File: src/hdl/bdeq_pkg.sv
// Shared types and constants for the bounded double-ended queue.
// Holds operation codes, status codes and payload widths; no dependencies.
package bdeq_pkg;

  localparam int DATA_W   = 32;
  localparam int MODE_W   = 3;
  localparam int STATUS_W = 2;

  typedef logic [DATA_W-1:0]   data_t;
  typedef logic [MODE_W-1:0]   mode_t;
  typedef logic [STATUS_W-1:0] status_t;

  // request operations
  localparam mode_t MODE_PUSH_FRONT = 3'd0;
  localparam mode_t MODE_PUSH_BACK  = 3'd1;
  localparam mode_t MODE_POP_FRONT  = 3'd2;
  localparam mode_t MODE_POP_BACK   = 3'd3;
  localparam mode_t MODE_LIST       = 3'd4;

  // result status
  localparam status_t ST_OK    = 2'd0;
  localparam status_t ST_EMPTY = 2'd1;
  localparam status_t ST_FULL  = 2'd2;

endpackage

File: src/hdl/bdeq_store.sv
// Value store of the queue: one write port and one read port, registered read.
// Depends on bdeq_pkg for the data type.
module bdeq_store #(
  parameter int DEPTH = 16,
  parameter int AW    = 4
) (
  input  logic            clk,
  input  logic            wr_en,
  input  logic [AW-1:0]   wr_addr,
  input  bdeq_pkg::data_t wr_data,
  input  logic            rd_en,
  input  logic [AW-1:0]   rd_addr,
  output bdeq_pkg::data_t rd_data
);

  bdeq_pkg::data_t mem [DEPTH];
  bdeq_pkg::data_t rd_data_r;

  // write port
  always_ff @(posedge clk) begin
    if (wr_en) begin
      mem[wr_addr] <= wr_data;
    end
  end

  // read port, data held until the next read
  always_ff @(posedge clk) begin
    if (rd_en) begin
      rd_data_r <= mem[rd_addr];
    end
  end

  assign rd_data = rd_data_r;

endmodule

File: src/hdl/bounded_double_ended_queue.sv
// Bounded double-ended queue of signed 32-bit words over a circular store.
// Push, pop and unused modes give one result word: accept, then the result
// is loaded into the output register; a pop reads the store at accept time.
// A list of N >= 1 stored words gives N result words, one store read per result word;
// a list of an empty queue answers like an empty pop; output stalls hold results.
// Synchronous active-low reset empties the queue and drops any pending result;
// store contents are not cleared.
module bounded_double_ended_queue #(
  parameter int DEPTH = 16
) (
  input  logic                        clk,
  input  logic                        rst_n,
  input  logic                        in_tvalid,
  output logic                        in_tready,
  input  logic [31:0]                 in_tdata,   // [31:0] value
  input  logic [2:0]                  in_tuser,   // [2:0] mode
  output logic                        out_tvalid,
  input  logic                        out_tready,
  output logic [31:0]                 out_tdata,  // [31:0] item
  output logic [1:0]                  out_tuser,  // [1:0] status
  output logic                        out_tlast
);

  localparam int AW = (DEPTH > 1) ? $clog2(DEPTH) : 1;
  localparam int CW = $clog2(DEPTH + 1);

  localparam logic [1:0] S_IDLE = 2'd0;
  localparam logic [1:0] S_ONE  = 2'd1;
  localparam logic [1:0] S_LIST = 2'd2;

  localparam logic [AW-1:0] LAST_SLOT = AW'(DEPTH - 1);
  localparam logic [CW:0]   DEPTH_X   = (CW+1)'(DEPTH);

  // control state
  logic [1:0]    state_r, state_nxt;
  logic [AW-1:0] front_r, front_nxt;
  logic [CW-1:0] occ_r, occ_nxt;
  logic [AW-1:0] lst_addr_r, lst_addr_nxt;
  logic [CW-1:0] lst_left_r, lst_left_nxt;
  logic          out_valid_r, out_valid_nxt;

  // per-request result fields
  bdeq_pkg::status_t res_status_r, res_status_nxt;
  logic              res_mem_r, res_mem_nxt;

  // output register
  bdeq_pkg::data_t   out_item_r;
  bdeq_pkg::status_t out_status_r;
  logic              out_last_r;

  // store port
  logic            wr_en, rd_en;
  logic [AW-1:0]   wr_addr, rd_addr;
  bdeq_pkg::data_t rd_data;

  logic          accept, slot_free, emit, emit_last;
  logic          full, empty;
  logic [AW-1:0] front_inc, front_dec, tail_slot, back_slot, lst_inc;
  logic [CW:0]   tail_sum, back_sum;
  bdeq_pkg::data_t emit_item;

  bdeq_store #(
    .DEPTH (DEPTH),
    .AW    (AW)
  ) u_store (
    .clk     (clk),
    .wr_en   (wr_en),
    .wr_addr (wr_addr),
    .wr_data (in_tdata),
    .rd_en   (rd_en),
    .rd_addr (rd_addr),
    .rd_data (rd_data)
  );

  assign in_tready = (state_r == S_IDLE);
  assign accept    = in_tvalid && in_tready;
  assign slot_free = !out_valid_r || out_tready;
  assign full      = (occ_r == CW'(DEPTH));
  assign empty     = (occ_r == '0);

  // circular slot arithmetic, every sum stays below twice the depth on a non-empty queue
  assign front_inc = (front_r == LAST_SLOT) ? '0 : front_r + 1'b1;
  assign front_dec = (front_r == '0) ? LAST_SLOT : front_r - 1'b1;
  assign lst_inc   = (lst_addr_r == LAST_SLOT) ? '0 : lst_addr_r + 1'b1;
  assign tail_sum  = (CW+1)'(front_r) + (CW+1)'(occ_r);
  assign back_sum  = (CW+1)'(front_r) + (CW+1)'(occ_r) - 1'b1;
  assign tail_slot = (tail_sum >= DEPTH_X) ? AW'(tail_sum - DEPTH_X) : AW'(tail_sum);
  assign back_slot = (back_sum >= DEPTH_X) ? AW'(back_sum - DEPTH_X) : AW'(back_sum);

  // result word selection
  assign emit      = slot_free && ((state_r == S_ONE) || (state_r == S_LIST));
  assign emit_last = (state_r == S_ONE) || (lst_left_r == CW'(1));
  assign emit_item = ((state_r == S_LIST) || res_mem_r) ? rd_data : '0;

  // request decode, pointer update and list sequencing
  always_comb begin
    state_nxt      = state_r;
    front_nxt      = front_r;
    occ_nxt        = occ_r;
    lst_addr_nxt   = lst_addr_r;
    lst_left_nxt   = lst_left_r;
    res_status_nxt = res_status_r;
    res_mem_nxt    = res_mem_r;
    wr_en          = 1'b0;
    wr_addr        = tail_slot;
    rd_en          = 1'b0;
    rd_addr        = front_r;

    unique case (state_r)
      S_IDLE: begin
        if (accept) begin
          state_nxt      = S_ONE;
          res_status_nxt = bdeq_pkg::ST_OK;
          res_mem_nxt    = 1'b0;
          unique case (in_tuser)
            bdeq_pkg::MODE_PUSH_FRONT: begin
              if (full) begin
                res_status_nxt = bdeq_pkg::ST_FULL;
              end else begin
                wr_en     = 1'b1;
                wr_addr   = front_dec;
                front_nxt = front_dec;
                occ_nxt   = occ_r + 1'b1;
              end
            end
            bdeq_pkg::MODE_PUSH_BACK: begin
              if (full) begin
                res_status_nxt = bdeq_pkg::ST_FULL;
              end else begin
                wr_en   = 1'b1;
                wr_addr = tail_slot;
                occ_nxt = occ_r + 1'b1;
              end
            end
            bdeq_pkg::MODE_POP_FRONT: begin
              if (empty) begin
                res_status_nxt = bdeq_pkg::ST_EMPTY;
              end else begin
                rd_en       = 1'b1;
                rd_addr     = front_r;
                res_mem_nxt = 1'b1;
                front_nxt   = front_inc;
                occ_nxt     = occ_r - 1'b1;
              end
            end
            bdeq_pkg::MODE_POP_BACK: begin
              if (empty) begin
                res_status_nxt = bdeq_pkg::ST_EMPTY;
              end else begin
                rd_en       = 1'b1;
                rd_addr     = back_slot;
                res_mem_nxt = 1'b1;
                occ_nxt     = occ_r - 1'b1;
              end
            end
            bdeq_pkg::MODE_LIST: begin
              if (empty) begin
                res_status_nxt = bdeq_pkg::ST_EMPTY;
              end else begin
                rd_en        = 1'b1;
                rd_addr      = front_r;
                lst_addr_nxt = front_inc;
                lst_left_nxt = occ_r;
                state_nxt    = S_LIST;
              end
            end
            default: begin
              // unused modes answer ok with no effect
              res_status_nxt = bdeq_pkg::ST_OK;
            end
          endcase
        end
      end
      S_ONE: begin
        if (emit) begin
          state_nxt = S_IDLE;
        end
      end
      S_LIST: begin
        if (emit) begin
          if (emit_last) begin
            state_nxt = S_IDLE;
          end else begin
            rd_en        = 1'b1;
            rd_addr      = lst_addr_r;
            lst_addr_nxt = lst_inc;
            lst_left_nxt = lst_left_r - 1'b1;
          end
        end
      end
      default: begin
        state_nxt = S_IDLE;
      end
    endcase
  end

  // output valid
  always_comb begin
    out_valid_nxt = out_valid_r;
    if (emit) begin
      out_valid_nxt = 1'b1;
    end else if (out_tready) begin
      out_valid_nxt = 1'b0;
    end
  end

  // control registers
  always_ff @(posedge clk) begin
    if (!rst_n) begin
      state_r     <= S_IDLE;
      front_r     <= '0;
      occ_r       <= '0;
      out_valid_r <= 1'b0;
    end else begin
      state_r     <= state_nxt;
      front_r     <= front_nxt;
      occ_r       <= occ_nxt;
      out_valid_r <= out_valid_nxt;
    end
  end

  // payload registers
  always_ff @(posedge clk) begin
    lst_addr_r   <= lst_addr_nxt;
    lst_left_r   <= lst_left_nxt;
    res_status_r <= res_status_nxt;
    res_mem_r    <= res_mem_nxt;
    if (emit) begin
      out_item_r   <= emit_item;
      out_status_r <= (state_r == S_LIST) ? bdeq_pkg::ST_OK : res_status_r;
      out_last_r   <= emit_last;
    end
  end

  assign out_tvalid = out_valid_r;
  assign out_tdata  = out_item_r;
  assign out_tuser  = out_status_r;
  assign out_tlast  = out_last_r;

endmodule

File: config.mk
export PLATFORM = sky130hd
export DESIGN_NAME = bounded_double_ended_queue
export DESIGN_NICKNAME = d
export VERILOG_FILES = /design/src/hdl/bdeq_pkg.sv /design/src/hdl/bdeq_store.sv /design/src/hdl/bounded_double_ended_queue.sv
export SDC_FILE = /design/constraint.sdc
export NUM_CORES = 1
export LEC_CHECK = 0
export BUFFER_PORTS_ARGS = -buffer_cell sky130_fd_sc_hd__buf_2
export CAP_MARGIN = 40
export CELL_PAD_IN_SITES_DETAIL_PLACEMENT = 1
export CELL_PAD_IN_SITES_GLOBAL_PLACEMENT = 1
export CORE_MARGIN = 8
export CORE_UTILIZATION = 50
export DETAILED_ROUTE_END_ITERATION = 10
export MAX_ROUTING_LAYER = met4
export PLACE_DENSITY = 0.82
export SLEW_MARGIN = 20
export SYNTH_ARGS = -nofsm -noshare
export SYNTH_HDL_FRONTEND = slang
export SYNTH_SLANG_ARGS = --single-unit
File: constraint.sdc
create_clock -name clk -period 9.3 [get_ports clk]
set_clock_uncertainty 0.1 [all_clocks]
set_input_delay 1.395 -clock clk [delete_from_list [all_inputs] [get_ports clk]]
set_output_delay 1.395 -clock clk [all_outputs]
set_load 0.02 [all_outputs]
==> results of run 1 <==
-- report_power, final --
group | switching, mW | internal (mW) | total (mW)
logic | 0.393 | 0.167 | 0.560
clock network | 1.01 | 1.29 | 2.30
registers | 0.0264 | 3.06 | 3.09
total | 1.43 | 4.52 | 5.95
-- cells in the mapped netlist (12+ instances only) --
cell,n
a2111oi_0,65
a211oi_1,67
a21oi_1,141
a221oi_1,64
and3_1,65
buf_2,14
clkbuf_1,84
dfxtp_1,12
edfxtp_1,591
ha_1,16
inv_1,16
mux2i_1,72
nand2_1,156
nor2_1,44
nor2b_1,38
or4_1,32
-- worst max path at each step --
stage,from,to,depth (start not counted)
after global placement,in_tuser[2],u_store.rd_data[2]$_DFFE_PP_,10
after CTS,in_tuser[2],u_store.rd_data[22]$_DFFE_PP_,11
after floorplan,out_tready,u_store.rd_data[0]$_DFFE_PP_,3
after global routing,in_tuser[2],u_store.rd_data[23]$_DFFE_PP_,11
after detailed placement,in_tuser[2],u_store.rd_data[22]$_DFFE_PP_,11
final,in_tuser[2],u_store.rd_data[22]$_DFFE_PP_,11
-- stage by stage --
stage / util / instance area [µm²] / worst slack (ns) / instances / hold WS, ns
after floorplan: - / 24100 / 4.58 / 1581 / 0.363
after global placement: 0.529 / 25200 / 3.46 / 2188 / 0.377
after detailed placement: 0.531 / 25400 / 3.53 / 2194 / 0.425
after CTS: 0.569 / 27200 / 4.16 / 2298 / 0.439
after global routing: 0.570 / 27200 / 3.99 / 2304 / 0.454
final: 0.570 / 27200 / 4.14 / 2306 / 0.433
-- registers in the layout (all words and copies together) (netlist names) --
| register | cells |
|---|---|
| out_tuser | 2 |
| out_tlast | 1 |
| u_store.rd_data | 32 |
| front_r | 4 |
| lst_addr_r | 4 |
| u_store.mem | 512 |
| out_tdata | 32 |
| out_tvalid | 1 |
| occ_r | 5 |
| res_mem_r | 1 |
| lst_left_r | 5 |
| state_r | 2 |
| res_status_r | 2 |
-- per-layer routing --
layer	wire length, µm	track usage	vias to the layer above	share of wire
met5	0	-	-	0
met4	2510	0.109	0	0.037
met3	4130	0.0430	156	0.062
met2	34100	0.403	539	0.51
met1	26400	0.288	7702	0.39
li1	-	-	6396	-
-- placed cells by master (no fill, tap or decap), types with 3 or more instances in the layout --
master | netlist | routed
ha_1 | 16 | 16
a221oi_1 | 64 | 64
buf_16 | 0 | 3
a21o_1 | 5 | 5
o21ai_0 | 11 | 10
a2111oi_0 | 65 | 64
buf_2 | 14 | 75
nand2b_1 | 7 | 7
clkinv_1 | 0 | 12
nor3_1 | 4 | 4
clkbuf_1 | 84 | 10
clkinv_2 | 0 | 13
nor4_1 | 3 | 3
bufinv_16 | 0 | 5
nor2_4 | 0 | 18
xor2_1 | 5 | 5
nor2b_1 | 38 | 38
a31oi_1 | 6 | 5
clkinvlp_4 | 0 | 4
a21oi_1 | 141 | 141
mux2i_1 | 72 | 72
and3_1 | 65 | 65
or4_1 | 32 | 32
diode_2 | 0 | 6
buf_4 | 7 | 32
nor2_1 | 44 | 26
dfxtp_1 | 12 | 12
nand2_1 | 156 | 155
clkbuf_16 | 0 | 59
mux2_2 | 5 | 5
a211oi_1 | 67 | 67
inv_1 | 16 | 15
edfxtp_1 | 591 | 591
xnor2_1 | 11 | 11
-- cell families (layout without fill, tap and decap cells) --
| kind of cell | after synthesis | after routing | share of synthesized area |
|---|---|---|---|
| AOI/OAI and AO/OA | 375 | 375 | 0.109 |
| and+or+nand+nor | 359 | 359 | 0.0741 |
| adders and majority gates | 18 | 18 | 0.00995 |
| xor gates and xnor gates | 17 | 17 | 0.00674 |
| other | 0 | 6 | 0 |
| buffers and inverters | 131 | 235 | 0.0228 |
| DFF | 603 | 603 | 0.745 |
| muxes | 78 | 78 | 0.0328 |
-- critical path, stage by stage --
cell and delay, ns:
buf_2 0.13, nand2b_1 0.22, inv_1 0.24, o2111ai_4 0.26
mux2_4 0.74, nand2_4 0.53, buf_16 0.36, buf_4 0.35
a211oi_1 0.41, a2111oi_0 0.16, or4_1 0.58
-- final cells by class --
class	instances	area (µm²)
inverter	16	60.1
multi-input combinational	847	5800
clock buffer	69	1510
antenna	6	15.0
sequential	603	18000
tap	615	769
timing repair buffer	115	769
clock inverter	35	299
fill	4382	20500
==> out/metrics.cfg, run 1 <==
[outcome]
outcome = finished clean

[placed_design]
place.gp.congestion = 0.783
dpl.hpwl_um = 36000
portBuffers = 75

[drt]
vias_per_cell = 6.42
routed_wl_um = 67200
ant_nets = 0
vias = 14800
drtIter0Drc = 1501
wire_per_inst_um = 29.1
drt_first_pass_iters = 5
drc_errors = 0

[synth]
syn-num-nets = 1638
synth_top_cell_by_area = edfxtp_1
netlist_area_um2 = 24100
synth-seq-cells = 603
yosysWarnings = 0
syn_inst = 1581
synth_edf_count = 591
synth_top_cells_by_area = edfxtp_1 (74%), mux2i_1 (3.0%), a21oi_1 (2.9%)
yosysUniqueCellTypes = 52
ys.flop_type = edfxtp_1
synth_seq_area_share = 0.745
avgSynthCellArea_um2 = 15.3
synth-async-reset-ratio = 0
synth_top_area_share = 0.735

[cts]
h-tree-depth = 2
cts_resized = 0
clockBufferDepth = 3
cts_setup_buffers = 0
postCtsHoldBufs = 0
clkSlewWorstSetupHoldPaths_ns = 0.06
cts_root_buf = clkbuf_16
clock_sinks = 603
cts_inserted_buffers = 59
clock_latency_ns = 0.61
cts_tree = built

[cells_and_area]
syn_to_final_growth_pct = 12.7
drive_gt1_frac = 0.138
nNetsFinal = 1699

[sta]
setup_violations = 0
maxSlewViolCount = 0
hold_viol_final = 0
fin_tns_setup_ns = 0
period_needed_ns = 5.16
rsz0062_at_grt = false
timing.fmax_mhz = 194
tightest_slew_ns = 0.910
slew_headroom = 0.394
fin_crit_sh = 0.555

[hold_path]
holdPathEnd = state_r[0]$_SDFFE_PN0P_
worstHoldPathCells = 2
min_from = state_r[0]$_SDFFE_PN0P_
hold_class = reg2reg

[die]
start_util = 0.506
die_area_um2 = 55600
top_level_ports = 76
core_area_um2 = 47700
die_h_um = 236
die_width_um = 236
rows = 80

[power_and_ir_drop]
power.density_nw_per_um2 = 219
peakVddDrop_mv = 0.142
finalPower_mw = 5.95
p_leak_nw = 9.11

[setup_path]
reg2regPathDepth = 11
cp-start-kind = primary input
cp.arrival_ns = 5.41
worstSetupPathType = in2reg
crit_required_ns = 9.55
regToRegSetupSlack_ns = 4.28
worstReg2RegEnd = u_store.rd_data[22]$_DFFE_PP_
cp_max_fo = 66
crit_path_end_kind = flop
reg2reg_from = lst_left_r[0]$_DFFE_PP_

[global_routing]
grt_pass1_vias = 15800
grt_usage = 0.242
grt_pass1_wl_um = 99300
grt_max_degree = 117
overflow = 0
antenna_found_initial = 4

[job]
max-cap-violations = 0

Power figures use the tool's default switching activity.
==> run 2: changes to the inputs <==
==> constraint.sdc (replaced) <==
create_clock -name clk -period 5.04 [get_ports clk]
set_clock_uncertainty 0.1 [all_clocks]
set_input_delay 0.756 -clock clk [delete_from_list [all_inputs] [get_ports clk]]
set_output_delay 0.756 -clock clk [all_outputs]
set_load 0.02 [all_outputs]
==> run 2 against run 1 <==
- non-clock buffer count increased by 19
- first-iteration DRC count decreased by 7.8%
- worst setup slack got worse by 3.4 ns
- highest routed layer unchanged
- largest cell class unchanged
- cell count increased by 0.91%
- die area unchanged
==> out/metrics.cfg, run 2 (synthesized netlist as in run 1, its figures left out) <==
[placed_design]
portBuffers = 75  ; unchanged
place_ws_ns = 0.745  ; -2.79 ns
place.gp.congestion = 0.789  ; +0.74%
dpl.hpwl_um = 39100  ; +8.7%

[cts]
cts_inserted_buffers = 58  ; -1.7%
clockBufferDepth = 3  ; unchanged
cts_root_buf = clkbuf_16
cts_setup_buffers = 0  ; unchanged
cts_resized = 0  ; unchanged
postCtsHoldBufs = 0  ; unchanged
cts_tree = built
h-tree-depth = 2  ; unchanged
clock_latency_ns = 0.64  ; +0.03 ns
clkSlewWorstSetupHoldPaths_ns = 0.07  ; about the same
clock_sinks = 603  ; unchanged

[global_routing]
overflow = 0  ; unchanged
use_met3 = 0.0459  ; +0.00293
grt_pass1_vias = 15900  ; +0.39%
grt_busiest_layer = met2
grt_max_degree = 61  ; -48%
grt_usage = 0.253  ; +0.0107
use_met2 = 0.429  ; +0.0256
antenna_found_initial = 4  ; unchanged
grt_pass1_wl_um = 103000  ; +4.2%
grt_use_met1 = 0.302  ; +0.0141

[drt]
ant_nets = 0  ; unchanged
drc_errors = 0  ; unchanged
routed_wl_um = 69600  ; +3.6%
drtIter0Drc = 1384  ; -7.8%
wire_per_inst_um = 29.9  ; +2.6%
vias_per_cell = 6.45  ; +0.61%
drt_first_pass_iters = 5  ; unchanged
vias = 15000  ; +1.5%

[power_and_ir_drop]
p_int_mw = 8.58  ; +90%
power.share.clock = 0.400  ; +0.013
p_leak_nw = 9.31  ; +2.3%
combinationalPowerShare = 0.095  ; about the same
p_sw_frac = 0.240  ; about the same
power.density_nw_per_um2 = 408  ; +86%
share_seq_of_total_power = 0.505  ; -0.014
peakVddDrop_mv = 0.296  ; +110%
switching_power_mw = 2.70  ; +90%

[hold_path]
hold_class = in2reg
min_from = in_tuser[2]

[setup_path]
worstSetupPathType = reg2reg
crit_required_ns = 5.32  ; -4.23 ns
reg2reg_from = front_r[0]$_SDFFE_PN0P_
cp.arrival_ns = 4.60  ; -0.81 ns
cp_max_fo = 51  ; -23%
cp-start-kind = flop
crit_path_end_kind = flop
startpoint = front_r[0]$_SDFFE_PN0P_

[sta]
period_needed_ns = 4.32
hold_viol_final = 0  ; unchanged
setup_violations = 0  ; unchanged
slew_headroom = 0.470  ; +0.0767
maxSlewViolCount = 0  ; unchanged
tightest_slew_ns = 0.775  ; -0.135 ns
fin_tns_setup_ns = 0  ; unchanged
fin_crit_sh = 0.858
timing.fmax_mhz = 231
rsz0062_at_grt = false
layout_setup_ws_ns = 0.716  ; -3.42 ns

[cells_and_area]
syn_to_final_growth_pct = 14.6
finalCoreUtilization = 0.580  ; +0.00962
drive_gt1_frac = 0.149  ; +0.0116
mostFrequentLayoutCells = edfxtp_1 (591), nand2_1 (155), a21oi_1 (141), buf_2 (76), mux2i_1 (72)
largest_reg_flops = 512  ; unchanged
nNetsFinal = 1717  ; +1.1%
top_register = u_store.mem
mostFrequentLayoutCell = edfxtp_1

[job]
max-cap-violations = 0  ; unchanged

[die]
die_width_um = 236  ; unchanged
rows = 80  ; unchanged
die_area_um2 = 55600  ; unchanged
core_area_um2 = 47700  ; unchanged
top_level_ports = 76  ; unchanged
die_h_um = 236  ; unchanged
start_util = 0.506  ; unchanged

[outcome]
outcome = finished clean

run 2: cell count changes in the layout (fill, tap and decap cells not counted), sizes merged:
cell / change
buf: +20
bufinv: +4
clkbuf: -4
clkinv: +4
diode: -2
clkdlybuf4s15: -1
clkinvlp: -1
inv: +1
run 2: cell type report:
type                    count  area [µm²]
inverters                  16        60.1
clock inverters            43         450
well taps                 615         769
repair buffers            134        1100
diodes                      4        10.0
clock buffers              65        1500
fillers                  4356       20100
multi-input cells         847        5800
flip-flops and latches    603       18000
run 2: routing by layer:
metal	routed length, µm	share of wire	vias to the layer above
met5	0	0	-
met4	2420	0.035	0
met3	4420	0.064	163
met2	35900	0.52	674
met1	26800	0.39	7729
li1	-	-	6453
run 2: power groups by stage:
stage / registers (mW) / clock network (mW) / logic [mW]
floorplan: 5.86 / 0 / 0.555
global placement: 5.80 / 0 / 0.976
detailed placement: 5.81 / 0 / 1.05
CTS: 5.70 / 4.55 / 1.07
global route: 5.71 / 4.70 / 1.15
finish: 5.70 / 4.51 / 1.07
run 2: metrics by stage:
stage | instances | hold slack (ns) | cell area, µm² | total power [mW]
2_1_floorplan | 1581 | 0.363 | 24100 | 6.42
3_3_place_gp | 2210 | 0.376 | 25600 | 6.78
3_5_place_dp | 2214 | 0.420 | 25700 | 6.86
4_1_cts | 2322 | 0.360 | 27700 | 11.3
5_1_grt | 2327 | 0.378 | 27700 | 11.6
6_report | 2327 | 0.376 | 27700 | 11.3
run 2: final timing paths:
kind                                                 endpoint  slack [ns]  depth (start not counted)
worst max-delay path            u_store.rd_data[26]$_DFFE_PP_        0.72                          9
worst max register to register  u_store.rd_data[26]$_DFFE_PP_        0.72                          9
worst min-delay path                res_status_r[1]$_DFFE_PP_        0.38                          2
worst min register to register        state_r[0]$_SDFFE_PN0P_        0.41                          2
run 2: critical path: stages, from the launching register on:
cell and delay [ns]:
dfxtp_1 0.64, ha_1 0.28, fa_1 0.44, inv_1 0.10, ha_1 0.23, mux2i_1 0.33
or2_4 0.65, buf_4 0.48, a2111oi_0 0.21, or4_1 0.56
==> run 3: changes to the inputs <==
--- a/config.mk
+++ b/config.mk
@@ -14,6 +14,7 @@
 export DETAILED_ROUTE_END_ITERATION = 10
 export MAX_ROUTING_LAYER = met4
 export PLACE_DENSITY = 0.82
+export REMOVE_ABC_BUFFERS = 1
 export SLEW_MARGIN = 20
 export SYNTH_ARGS = -nofsm -noshare
 export SYNTH_HDL_FRONTEND = slang
==> run 3 against run 2 <==
- die area unchanged
- routed wire length up 0.12%
- worst setup slack worse by 0.070 ns
- maximum frequency down 1.6%
- global-route usage up 0.087 points
- sequential power about the same
- first-iteration DRC count up 7.3%
- design area up 0.35%
- highest routed layer unchanged
==> out/metrics.cfg, run 3 (synthesized netlist as in run 1, its figures left out) <==
[outcome]
outcome = finished clean

[sta]
maxSlewViolCount = 0  ; unchanged
hold_viol_final = 0  ; unchanged
setup_violations = 0  ; unchanged
slew_headroom = 0.407  ; -0.0631
tightest_slew_ns = 0.889  ; +0.115 ns
rsz0062_at_grt = false
fin_tns_setup_ns = 0  ; unchanged
fin_crit_sh = 0.872  ; +0.0139
period_needed_ns = 4.39  ; +0.0702 ns
timing.fmax_mhz = 228  ; -1.6%

[setup_path]
path_common_cell = buf_4
cp.arrival_ns = 4.63  ; +0.03 ns
cp_max_fo = 96  ; +88%
cpPeakStageDelay_ns = 0.70  ; +0.05 ns
worstSetupPathType = reg2reg
crit_chain = ha_1, nor4b_1, buf_4, or3_1, a31oi_4, buf_4, nand2_4, buf_12, a211oi_1, a2111oi_0, or4_1
cp_top_family = simple AND/OR/NAND/NOR gates
crit_required_ns = 5.28  ; -0.04 ns
cpMaxStageDelayCell = buf_4
crit_path_end_kind = flop
crit_buf_inv = 3  ; +1
cp-start-kind = flop

[cells_and_area]
largest_reg_flops = 512  ; unchanged
instances_no_fill = 2333  ; +0.26%
mostFrequentLayoutCells = edfxtp_1 (591), nand2_1 (153), a21oi_1 (141), buf_2 (76), mux2i_1 (72)
syn_to_final_growth_pct = 15.0
multiInputGateArea_um2 = 5800  ; about the same
fill_cells = 4351  ; -0.11%
top_register = u_store.mem
regArea_um2 = 18000  ; unchanged
drive_gt1_frac = 0.151  ; +0.00181
finalCoreUtilization = 0.582  ; +0.00204
nNetsFinal = 1723  ; +0.35%
mostFrequentLayoutCell = edfxtp_1

[drt]
drtIter0Drc = 1485  ; +7.3%
vias_per_cell = 6.48  ; +0.35%
drc_errors = 0  ; unchanged
ant_nets = 0  ; unchanged
wire_per_inst_um = 29.8  ; -0.14%
drt_first_pass_iters = 5  ; unchanged
routed_wl_um = 69600  ; +0.12%
vias = 15100  ; +0.61%

[cts]
clock_latency_ns = 0.60  ; -0.04 ns
clock_sinks = 603  ; unchanged
cts_root_buf = clkbuf_16
clockBufferDepth = 3  ; unchanged
cts_setup_buffers = 0  ; unchanged
cts_tree = built
cts_inserted_buffers = 66  ; +14%
cts_resized = 0  ; unchanged
postCtsHoldBufs = 0  ; unchanged
clkSlewWorstSetupHoldPaths_ns = 0.06  ; about the same
h-tree-depth = 3  ; +1

[global_routing]
grt_max_degree = 97  ; +59%
grt_pass1_vias = 16300  ; +2.6%
grt_pass1_wl_um = 104000  ; +0.51%
overflow = 0  ; unchanged
grt_usage = 0.254  ; +0.000868
antenna_found_initial = 4  ; unchanged

[placed_design]
place.gp.congestion = 0.810  ; +2.6%
dp_cells = 2212  ; -0.090%
portBuffers = 75  ; unchanged
dpl.hpwl_um = 38700  ; -1.1%

[die]
rows = 80  ; unchanged
die_h_um = 236  ; unchanged
die_width_um = 236  ; unchanged
die_area_um2 = 55600  ; unchanged
top_level_ports = 76  ; unchanged
start_util = 0.506  ; unchanged
core_area_um2 = 47700  ; unchanged

[power_and_ir_drop]
peakVddDrop_mv = 0.370  ; +25%
p_leak_nw = 9.38  ; +0.71%
power.density_nw_per_um2 = 416  ; +1.9%

[job]
max-cap-violations = 0  ; unchanged

[hold_path]
hold_class = in2reg

==> run 3: metrics by stage <==
step | hold slack, ns | setup slack, ns | area [µm²] | power [mW]
finish | 0.407 | 0.646 | 27800 | 11.5
global route | 0.409 | 0.502 | 27800 | 11.8
CTS | 0.377 | 0.654 | 27800 | 11.6
detailed placement | 0.428 | 0.689 | 25700 | 6.87
global placement | 0.375 | 0.704 | 25600 | 6.78
floorplan | 0.363 | -3.79 | 23700 | 6.42
==> run 3: power breakdown <==
group          internal, mW  switching (mW)
Combinational         0.331           0.742
Clock                  2.81            1.96
Sequential             5.66          0.0460
Total                  8.80            2.75
==> run 3: final timing paths <==
| kind | startpoint | to | slack (ns) | depth (start not counted) |
|---|---|---|---|---|
| worst max-delay path | lst_left_r[0]$_DFFE_PP_ | u_store.rd_data[10]$_DFFE_PP_ | 0.65 | 11 |
| worst min-delay path | in_tuser[2] | res_status_r[1]$_DFFE_PP_ | 0.41 | 2 |
| worst max register to register | lst_left_r[0]$_DFFE_PP_ | u_store.rd_data[10]$_DFFE_PP_ | 0.65 | 11 |
| worst min register to register | state_r[0]$_SDFFE_PN0P_ | state_r[0]$_SDFFE_PN0P_ | 0.43 | 2 |
==> run 3: per-layer routing <==
metal | track usage | vias to the layer above | share of wire
met5 | - | - | 0
li1 | - | 6441 | -
met1 | 0.306 | 7873 | 0.40
met4 | 0.0929 | 0 | 0.028
met2 | 0.428 | 647 | 0.51
met3 | 0.0438 | 150 | 0.067
==> run 3: layout make-up <==
class | count | area share
repair buffers | 132 | 0.0379
inverters | 16 | 0.00216
well taps | 615 | 0.0277
clock buffers | 86 | 0.0645
flip-flops and latches | 603 | 0.648
diodes | 4 | 0.000360
multi-input cells | 847 | 0.209
clock inverters | 30 | 0.0107
